==> src/hdl/cwt_pkg.sv <==
// Shared types, constants and helpers for the command word tokenizer.
// No dependencies.
package cwt_pkg;

  localparam int MAX_FRAC_DIGITS = 9;
  localparam int FRAC_W = 4;
  localparam int MAG_W = 31;
  localparam int MANT_W = 32;
  localparam int LETTER_W = 7;

  localparam logic [MAG_W-1:0] MAG_LIMIT = 31'h7FFF_FFFF;
  localparam logic [FRAC_W-1:0] FRAC_MAX = FRAC_W'(MAX_FRAC_DIGITS);

  localparam logic [1:0] MODE_SEEK   = 2'd0;
  localparam logic [1:0] MODE_NUMBER = 2'd1;
  localparam logic [1:0] MODE_IGNORE = 2'd2;

  localparam logic [7:0] CH_NUL   = 8'h00;
  localparam logic [7:0] CH_SPACE = 8'h20;
  localparam logic [7:0] CH_PLUS  = 8'h2B;
  localparam logic [7:0] CH_MINUS = 8'h2D;
  localparam logic [7:0] CH_POINT = 8'h2E;
  localparam logic [7:0] CH_0     = 8'h30;
  localparam logic [7:0] CH_9     = 8'h39;
  localparam logic [7:0] CH_A     = 8'h41;
  localparam logic [7:0] CH_Z     = 8'h5A;

  typedef struct packed {
    logic                       word_valid;
    logic [LETTER_W-1:0]        word_letter;
    logic signed [MANT_W-1:0]   mantissa;
    logic [FRAC_W-1:0]          frac_digits;
    logic                       overflow;
    logic                       line_end;
  } result_t;

  // largest magnitude that may still take digit d without passing the limit
  function automatic logic [MAG_W-1:0] digit_bound(input logic [3:0] d);
    logic [MAG_W-1:0] b;
    b = (d >= 4'd8) ? MAG_W'(214748363) : MAG_W'(214748364);
    return b;
  endfunction

endpackage

==> src/hdl/cwt_in_stage.sv <==
// Input register for one character word.
// Depends on nothing beyond its ports.
module cwt_in_stage (
  input  logic       clk,
  input  logic       rst_n,
  input  logic       in_valid,
  output logic       in_ready,
  input  logic [7:0] in_char_byte,
  input  logic       drain_ok,
  output logic       full,
  output logic [7:0] char_q
);

  logic       full_r;
  logic       full_nxt;
  logic [7:0] char_r;

  assign in_ready = !full_r || drain_ok;
  assign full     = full_r;
  assign char_q   = char_r;

  always_comb begin
    full_nxt = full_r;
    if (in_valid && in_ready) begin
      full_nxt = 1'b1;
    end else if (drain_ok) begin
      full_nxt = 1'b0;
    end
  end

  always_ff @(posedge clk) begin
    if (!rst_n) begin
      full_r <= 1'b0;
    end else begin
      full_r <= full_nxt;
    end
  end

  always_ff @(posedge clk) begin
    if (in_valid && in_ready) begin
      char_r <= in_char_byte;
    end
  end

endmodule

==> src/hdl/cwt_parser.sv <==
// Parse state registers and the per-character update logic.
// Depends on cwt_pkg.
module cwt_parser (
  input  logic            clk,
  input  logic            rst_n,
  input  logic            advance,
  input  logic [7:0]      char_q,
  output logic            produce,
  output cwt_pkg::result_t result
);
  import cwt_pkg::*;

  logic [1:0]          mode_r, mode_nxt;
  logic [LETTER_W-1:0] letter_r, letter_nxt;
  logic [MAG_W-1:0]    mag_r, mag_nxt;
  logic [FRAC_W-1:0]   frac_r, frac_nxt;
  logic                skip_r, skip_nxt;
  logic                plus_r, plus_nxt;
  logic                minus_r, minus_nxt;
  logic                point_r, point_nxt;
  logic                used_r, used_nxt;
  logic                sat_r, sat_nxt;

  logic                is_digit;
  logic                is_letter;
  logic [3:0]          dval;
  logic [MAG_W+3:0]    mag_x10;
  logic                taken;
  logic                rescan;

  assign is_digit  = (char_q >= CH_0) && (char_q <= CH_9);
  assign is_letter = (char_q >= CH_A) && (char_q <= CH_Z);
  assign dval      = 4'(char_q - CH_0);
  assign mag_x10   = {mag_r, 3'b000} + {2'b00, mag_r, 1'b0} + {30'd0, dval};

  always_comb begin
    mode_nxt   = mode_r;
    letter_nxt = letter_r;
    mag_nxt    = mag_r;
    frac_nxt   = frac_r;
    skip_nxt   = skip_r;
    plus_nxt   = plus_r;
    minus_nxt  = minus_r;
    point_nxt  = point_r;
    used_nxt   = used_r;
    sat_nxt    = sat_r;
    result     = '0;
    produce    = 1'b0;
    taken      = 1'b0;
    rescan     = 1'b0;

    unique case (mode_r)
      MODE_IGNORE: begin
        if (char_q == CH_NUL) begin
          mode_nxt = MODE_SEEK;
        end
      end
      MODE_NUMBER: begin
        if (char_q == CH_NUL) begin
          mode_nxt        = MODE_SEEK;
          produce         = 1'b1;
          result.line_end = 1'b1;
        end else begin
          if (char_q == CH_PLUS) begin
            if (skip_r && !plus_r) begin
              plus_nxt = 1'b1;
              skip_nxt = 1'b0;
              taken    = 1'b1;
            end
          end else if (char_q == CH_MINUS && skip_r && !minus_r) begin
            minus_nxt = 1'b1;
            skip_nxt  = 1'b0;
            taken     = 1'b1;
          end else if (char_q == CH_POINT) begin
            if (!point_r) begin
              point_nxt = 1'b1;
              taken     = 1'b1;
            end
          end else if (is_digit) begin
            skip_nxt = 1'b0;
            taken    = 1'b1;
            if (!(point_r && frac_r >= FRAC_MAX) && !sat_r) begin
              if (mag_r > digit_bound(dval)) begin
                mag_nxt = MAG_LIMIT;
                sat_nxt = 1'b1;
              end else begin
                mag_nxt = mag_x10[MAG_W-1:0];
                if (point_r) begin
                  frac_nxt = frac_r + FRAC_W'(1);
                end
              end
            end
          end else if (skip_r) begin
            taken = 1'b1;
          end
          if (taken) begin
            used_nxt = 1'b1;
          end else begin
            produce  = 1'b1;
            mode_nxt = MODE_SEEK;
            rescan   = 1'b1;
          end
        end
        if (produce && (taken || used_r || char_q != CH_NUL)) begin
          result.word_valid  = 1'b1;
          result.word_letter = letter_r;
          result.mantissa    = minus_r ? -$signed({1'b0, mag_r}) : $signed({1'b0, mag_r});
          result.frac_digits = frac_r;
          result.overflow    = sat_r;
        end
      end
      MODE_SEEK: begin
        if (char_q == CH_NUL) begin
          produce         = 1'b1;
          result.line_end = 1'b1;
        end else begin
          rescan = 1'b1;
        end
      end
      default: begin
        mode_nxt = MODE_SEEK;
      end
    endcase

    if (rescan) begin
      if (char_q == CH_SPACE) begin
        mode_nxt = MODE_SEEK;
      end else if (is_letter) begin
        mode_nxt   = MODE_NUMBER;
        letter_nxt = char_q[LETTER_W-1:0];
        mag_nxt    = '0;
        frac_nxt   = '0;
        skip_nxt   = 1'b1;
        plus_nxt   = 1'b0;
        minus_nxt  = 1'b0;
        point_nxt  = 1'b0;
        used_nxt   = 1'b0;
        sat_nxt    = 1'b0;
      end else begin
        mode_nxt        = MODE_IGNORE;
        produce         = 1'b1;
        result.line_end = 1'b1;
      end
    end
  end

  always_ff @(posedge clk) begin
    if (!rst_n) begin
      mode_r   <= MODE_SEEK;
      letter_r <= '0;
      mag_r    <= '0;
      frac_r   <= '0;
      skip_r   <= 1'b1;
      plus_r   <= 1'b0;
      minus_r  <= 1'b0;
      point_r  <= 1'b0;
      used_r   <= 1'b0;
      sat_r    <= 1'b0;
    end else if (advance) begin
      mode_r   <= mode_nxt;
      letter_r <= letter_nxt;
      mag_r    <= mag_nxt;
      frac_r   <= frac_nxt;
      skip_r   <= skip_nxt;
      plus_r   <= plus_nxt;
      minus_r  <= minus_nxt;
      point_r  <= point_nxt;
      used_r   <= used_nxt;
      sat_r    <= sat_nxt;
    end
  end

endmodule

==> src/hdl/cwt_out_stage.sv <==
// Result register holding one finished word until it is taken.
// Depends on cwt_pkg.
module cwt_out_stage (
  input  logic             clk,
  input  logic             rst_n,
  input  logic             load,
  input  cwt_pkg::result_t result,
  input  logic             out_ready,
  output logic             out_valid,
  output logic             free,
  output cwt_pkg::result_t held
);
  import cwt_pkg::*;

  logic    valid_r, valid_nxt;
  result_t held_r;

  assign out_valid = valid_r;
  assign free      = !valid_r || out_ready;
  assign held      = held_r;

  always_comb begin
    valid_nxt = valid_r;
    if (load) begin
      valid_nxt = 1'b1;
    end else if (out_ready) begin
      valid_nxt = 1'b0;
    end
  end

  always_ff @(posedge clk) begin
    if (!rst_n) begin
      valid_r <= 1'b0;
    end else begin
      valid_r <= valid_nxt;
    end
  end

  always_ff @(posedge clk) begin
    if (load) begin
      held_r <= result;
    end
  end

endmodule

==> src/hdl/command_word_tokenizer.sv <==
// Command word tokenizer: one character word in, at most one letter-number word out.
// Characters are decoded combinationally from the input register into the output one.
// Throughput: one character per cycle unless out_ready stalls the result register.
// Reset (synchronous, rst_n low) empties both registers and returns to seek mode.
// Depends on cwt_pkg, cwt_in_stage, cwt_parser, cwt_out_stage.
module command_word_tokenizer (
  input  logic                                  clk,
  input  logic                                  rst_n,
  input  logic                                  in_valid,
  output logic                                  in_ready,
  input  logic [7:0]                            in_char_byte,
  output logic                                  out_valid,
  input  logic                                  out_ready,
  output logic                                  out_word_valid,
  output logic [cwt_pkg::LETTER_W-1:0]          out_word_letter,
  output logic signed [cwt_pkg::MANT_W-1:0]     out_mantissa,
  output logic [cwt_pkg::FRAC_W-1:0]            out_frac_digits,
  output logic                                  out_overflow,
  output logic                                  out_line_end
);
  import cwt_pkg::*;

  logic       full;
  logic [7:0] char_q;
  logic       out_free;
  logic       advance;
  logic       produce;
  result_t    result;
  result_t    held;

  assign advance = full && out_free;

  cwt_in_stage u_in (
    .clk          (clk),
    .rst_n        (rst_n),
    .in_valid     (in_valid),
    .in_ready     (in_ready),
    .in_char_byte (in_char_byte),
    .drain_ok     (out_free),
    .full         (full),
    .char_q       (char_q)
  );

  cwt_parser u_parser (
    .clk     (clk),
    .rst_n   (rst_n),
    .advance (advance),
    .char_q  (char_q),
    .produce (produce),
    .result  (result)
  );

  cwt_out_stage u_out (
    .clk       (clk),
    .rst_n     (rst_n),
    .load      (advance && produce),
    .result    (result),
    .out_ready (out_ready),
    .out_valid (out_valid),
    .free      (out_free),
    .held      (held)
  );

  assign out_word_valid  = held.word_valid;
  assign out_word_letter = held.word_letter;
  assign out_mantissa    = held.mantissa;
  assign out_frac_digits = held.frac_digits;
  assign out_overflow    = held.overflow;
  assign out_line_end    = held.line_end;

endmodule

==> config.mk <==
export PLATFORM = sky130hd
export DESIGN_NAME = command_word_tokenizer
export DESIGN_NICKNAME = d
export VERILOG_FILES = /design/src/hdl/cwt_pkg.sv /design/src/hdl/cwt_in_stage.sv /design/src/hdl/cwt_parser.sv /design/src/hdl/cwt_out_stage.sv /design/src/hdl/command_word_tokenizer.sv
export SDC_FILE = /design/constraint.sdc
export NUM_CORES = 1
export LEC_CHECK = 0
export BUFFER_PORTS_ARGS = -buffer_cell sky130_fd_sc_hd__buf_2
export CAP_MARGIN = 20
export CORE_ASPECT_RATIO = 0.5
export CORE_UTILIZATION = 45
export CTS_CLUSTER_SIZE = 30
export DETAILED_ROUTE_END_ITERATION = 10
export HOLD_SLACK_MARGIN = 0.12
export PLACE_DENSITY_LB_ADDON = 0.1
export SLEW_MARGIN = 0
export SYNTH_ARGS = -nofsm -noshare
export SYNTH_HDL_FRONTEND = slang
export SYNTH_SLANG_ARGS = --single-unit
==> constraint.sdc <==
create_clock -name clk -period 4.4 [get_ports clk]
set_input_delay 0.44 -clock clk [delete_from_list [all_inputs] [get_ports clk]]
set_output_delay 0.44 -clock clk [all_outputs]
set_load 0.005 [all_outputs]
# Yosys cells after proc, flatten, opt, wreduce, memory -nomap -nowiden

Cells that the tools add are included.
W data, S select, Z words.

Register bits: 106
Bits in latches: 0
Bits in writable memories: 0
Bits in read-only memories: 0
Input bits: 12
Output and inout port bits: 48
Word-level logic and storage cells: 185
Memories kept: 0

Add/subtract/negate cells: 5
Multiply operators: 0
Divide/modulo/power cells: 0
Order comparisons: 7
Eq/ne operators: 9
Shift operators: 0
Multiplexer cells: 112
Bitwise operators: 1
Reductions and logical operators: 31

Operators with widths:

| operator              | number |
|---|---|
| $mux W31              | 11 |
| $mux W1               | 77 |
| $mux W4               | 12 |
| $mux W45              | 1 |
| $eq A8 B6 Y1 const B  | 4 |
| $mux W32              | 1 |
| $neg A31 Y32          | 1 |
| $add A31 B31 Y31      | 1 |
| $add A31 B4 Y31       | 1 |
| $gt A31 B28 Y1        | 1 |
| $mux W2               | 6 |
| $logic_and A1 B1 Y1   | 11 |
| $ge A4 B4 Y1 const B  | 2 |
| $ge A8 B6 Y1 const B  | 1 |
| $ge A8 B7 Y1 const B  | 1 |
| $le A8 B6 Y1 const B  | 1 |
| $le A8 B7 Y1 const B  | 1 |
| $logic_not A8 Y1      | 1 |
| $reduce_and A4 Y1     | 2 |
| $reduce_bool A8 Y1    | 1 |
| $logic_not A1 Y1      | 6 |
| $pmux W2 S3           | 1 |
| $add A4 B1 Y4 const B | 1 |
| $logic_or A1 B1 Y1    | 4 |
| 14 further kinds      | 16 |

# Depth between registers and ports, before layout

Depth after elaboration: 17
Gate-level depth with buffers: 13

# Modules after synthesis

Synthesis repeated with hierarchy kept, for this count alone.

Cell total of the unflattened synthesis: 741
Area total of the unflattened synthesis: 6889.1 um2

By module, submodules not included:

| module                 | instances | cells each | area an instance (um2) |
|---|---|---|---|
| cwt_parser             | 1         | 676        | 5148.7 |
| cwt_out_stage          | 1         | 50         | 1430.1 |
| cwt_in_stage           | 1         | 13         | 297.8 |
| command_word_tokenizer | 1         | 2          | 12.5 |

# Least setup slack after synthesis

No wires, ideal clock.

Kind: register to register
From: register u_in.char_r[3], in the netlist u_in.char_q[3]
To: register u_parser.mag_r[30]
Setup time: 0.116 ns
Arrival time: 3.562 ns
Required time: 4.284 ns
Path slack: 0.722 ns
Cell stages (with the launch flop): 14
Path buffers: 0
Cell sequence: edfxtp_1 > inv_1 > fa_1 > inv_1 > fa_1 > a21oi_1 > o21ai_0 > a211oi_1 > o21ai_0 > o41ai_1 > o41ai_1 > a221oi_1 > mux2i_1 > nor2_1

Longest elaborated chain between the ends: 15
Elaborated cells between the ends (all ways): 39

Ends and longest elaborated chain:

| element                | RTL line           | RTL |
|---|---|---|
| start, declared        | cwt_in_stage.sv:16 | `logic [7:0] char_r;` |
| start signal, assigned | cwt_in_stage.sv:41 | `char_r <= in_char_byte;` |
| $sub A4 B1 Y4          | cwt_parser.sv:33   | `assign dval = 4'(char_q - CH_0);` |
| $ge A4 B4 Y1           | cwt_pkg.sv:40      | `b = (d >= 4'd8) ? MAG_W'(214748363) : MAG_W'(214748364);` |
| $mux W3                | cwt_pkg.sv:40      |  |
| $gt A31 B28 Y1         | cwt_parser.sv:83   | `if (mag_r > digit_bound(dval)) begin` |
| $mux W31               | cwt_parser.sv:83   |  |
| $mux W31               | cwt_parser.sv:82   | `if (!(point_r && frac_r >= FRAC_MAX) && !sat_r) begin` |
| $mux W31               | cwt_parser.sv:79   | `end else if (is_digit) begin` |
| $mux W31               | cwt_parser.sv:74   | `end else if (char_q == CH_POINT) begin` |
| $mux W31               | cwt_parser.sv:70   | `end else if (char_q == CH_MINUS && skip_r && !minus_r) begin` |
| $mux W31               | cwt_parser.sv:64   | `if (char_q == CH_PLUS) begin` |
| $mux W31               | cwt_parser.sv:59   | `if (char_q == CH_NUL) begin` |
| $mux W31               | cwt_parser.sv:52   | `unique case (mode_r)` |
| $mux W31               | cwt_parser.sv:128  | `end else if (is_letter) begin` |
| $mux W31               | cwt_parser.sv:126  | `if (char_q == CH_SPACE) begin` |
| $mux W31 (*)           | cwt_parser.sv:125  | `if (rescan) begin` |
| end signal, assigned   | cwt_parser.sv:162  | `mag_r <= mag_nxt;` |
| end, declared          | cwt_parser.sv:15   | `logic [MAG_W-1:0] mag_r, mag_nxt;` |

Mark *: on every way between the ends. The rest lies on a longest branch, timed or not. The select of a mux whose other input is x is not followed.
A chain may end at the register's enable or synchronous reset.

# Final worst setup path

Same ends and word-level chain as after synthesis.

==> flow_summary.ini <==
[placement]
postPlaceCellArea_um2 = 7390
place_ws_ps = 447
dpl.hpwl_um = 12900
gp_routability_congestion = 0.940
port_buffers = 59

[route]
first_iter_violations = 353
wl_per_cell_um = 17.4
detail-route-antenna-nets = 0
firstDrtPassIters = 4
via_per_inst = 5.59
num_vias = 5637
route.detailed.drc = 0
finalWirelength_um = 17500

[layout]
area_growth_pct = 12.2
final_cell_area_um2 = 7710
seq_area_um2 = 2660
drive_above_1_share_pct = 13.1
n_fill_cell = 1400
fin_nets = 882
diodes = 0
fin_util_pct = 52.4
multi_input_area_um2 = 3990

[synth]
syn-num-nets = 832
synth.avg_cell_area_um2 = 9.10
ys_types = 60
syn_inst = 755
async_flop_share_pct = 0
synth_top_area_share_pct = 23.6
synth_edf_count = 54
synth_common_cells = nor2_1, ha_1, nand2_1
ys_warn_count = 0
synth_largest_area_cell = edfxtp_1
synth-main-ff-cell = edfxtp_1
ys_ff_latch = 106
synthTopCellsByArea = edfxtp_1, dfxtp_1, ha_1
synthesis.area_um2 = 6870
yosysSeqAreaShare_pct = 38.8
synthMostInstantiatedCell = nor2_1

[floorplan]
start_util_pct = 46.7
rows = 31
die_height_um = 89.4
pin_count = 60
core_um2 = 14700
die_width_um = 177
die-area_um2 = 15800

[sta]
tightestPinTransition_ps = 968
max_clock_freq_ghz = 0.250
fin_crit_ps = 4000
setup_violations = 0
rsz0062_at_grt = false
fin_skew_ps = 12.1
setup_tns_ps = 0
fin_crit_sh_pct = 90.8
worst_slack_ps = 405
max-slew-margin-rel_pct = 34.9
drv_slew = 0
whs_ps = 252
hold_viol = 0

[worst_setup_path]
r2r_setup_slack_ps = 400
cpPeakStageDelay_ps = 540
start_kind = register
crit_chain = inv_1, fa_1, inv_1, fa_1, a21oi_1, o21ai_0, a211oi_1, o21ai_0, o41ai_1, buf_4, o41ai_1, a221oi_1, mux2i_1, nor2_1
crit_type = register to register
cp.required_ps = 4650
end_kind = register
rr_endpoint = u_parser.mag_r[30]$_SDFFE_PN0P_
reg2reg_from = u_in.char_q[3]$_DFFE_PP_
cp.arrival_ps = 4240
reg2reg_depth = 14
worstPathMaxFanout = 9
cpMaxStageDelayCell = fa_1

[job]
maxCapViolCount = 0

[grt]
grt_start_max_net_pins = 42
grt_pass1_vias = 5135
grt-ovfl-total = 0
antenna_found_initial = 0
grt_pass1_wl_um = 27400
grt_usage_pct = 22.8

[min_path]
hold_path_class = primary input to register
hold_end = u_in.char_q[1]$_DFFE_PP_
hold_depth = 1
min_from = in_char_byte[1]

[clocking]
cts_resized = 0
clock_latency_ps = 360
post_cts_buffers = 0
cts_hold_buf = 0
cts_tree = built
clock_tree.root_cell = clkbuf_16
htree_levels = 3
cts_sinks = 106
cts_buffers = 9
path_clk_slew_ps = 90
cts_buffer_depth = 2

[power_and_ir_drop]
peakVddDrop_mv = 0.172
leakage_nw = 3.19
power.density_nw_per_um2 = 265

[status]
status = finished, final reports clean
-- worst max path at each step --
stage | startpoint | end | slack, ps | depth (start not counted)
6_report | u_in.char_q[3]$_DFFE_PP_ | u_parser.mag_r[30]$_SDFFE_PN0P_ | 400 | 14
5_1_grt | u_in.char_q[3]$_DFFE_PP_ | u_parser.mag_r[30]$_SDFFE_PN0P_ | 70 | 14
4_1_cts | u_in.char_q[3]$_DFFE_PP_ | u_parser.mag_r[30]$_SDFFE_PN0P_ | 440 | 14
3_5_place_dp | u_in.char_q[3]$_DFFE_PP_ | u_parser.mag_r[30]$_SDFFE_PN0P_ | 450 | 14
3_3_place_gp | u_in.char_q[3]$_DFFE_PP_ | u_parser.mag_r[30]$_SDFFE_PN0P_ | 520 | 14
2_1_floorplan | u_in.char_q[3]$_DFFE_PP_ | u_parser.mag_r[30]$_SDFFE_PN0P_ | 720 | 13
-- layout by cell type (no fill, tap or decap), drive strengths merged, types with 11 or more instances in the layout --
master  synthesis  layout
a21boi         26      26
a21o           11      11
a21oi          55      55
and2           14      14
buf             3      71
dfxtp          52      52
edfxtp         54      54
ha             63      63
inv            25      29
nand2          61      61
nor2           81      81
nor2b          17      17
nor3           16      16
o21ai          58      58
or3            11      11
xnor2          24      24
xor2           32      32
-- cell families after synthesis --
group | after synthesis | share of synthesized area, %
and+or+nand+nor | 254 | 18.4
AOI/OAI and AO/OA | 213 | 19.9
DFF | 106 | 38.8
adders and majority gates | 65 | 12.1
buffers and inverters | 57 | 3.17
xor gates and xnor gates | 56 | 7.14
muxes | 4 | 0.583
-- power breakdown --
group | leakage [nW] | total [mW] | internal (mW) | switching (mW)
logic | 2.09 | 0.116 | 0.0432 | 0.0730
registers | 0.947 | 1.08 | 1.06 | 0.0167
clock network | 0.152 | 0.844 | 0.413 | 0.431
-- per-layer routing --
| metal | GRT usage (%) | vias up | share of wire (%) |
|---|---|---|---|
| met5 | 0 | - | 0 |
| met4 | 4.86 | 0 | 0.83 |
| met3 | 3.95 | 14 | 5.2 |
| met2 | 34.4 | 124 | 41 |
| met1 | 34.1 | 2658 | 53 |
| li1 | - | 2841 | - |
-- state kept, by name, indices dropped and copies added, names as in the netlist --
register	flops
u_out.held	46
u_parser.minus_r	1
u_parser.point_r	1
u_parser.used_r	1
u_in.full	1
u_parser.plus_r	1
u_parser.mag_r	31
u_parser.letter_r	7
u_parser.frac_r	4
u_parser.sat_r	1
u_out.out_valid	1
u_parser.mode_r	2
u_in.char_q	8
u_parser.skip_r	1
-- critical path, delay by kind of cell (launching register included) --
kind / cells / cell delay (ps)
compound gates: 7 / 1730
fa+ha+maj: 2 / 990
flops: 1 / 520
buf+inv: 3 / 380
mux: 1 / 220
simple gates: 1 / 50
-- final cells by class --
cell class              instances  area share (%)
flip-flops and latches        106            34.5
inverters                      25            1.22
clock buffers                   9            2.92
multi-input cells             592            51.8
clock inverters                 7            1.18
well taps                     198            3.21
repair buffers                 71            5.16
-- through the flow --
step	power, mW	std cells
2_1_floorplan	1.17	755
6_report	2.04	1008
4_1_cts	2.06	1008
3_3_place_gp	1.22	992
3_5_place_dp	1.22	992
5_1_grt	2.11	1008
(Power assumes the default switching activity.)
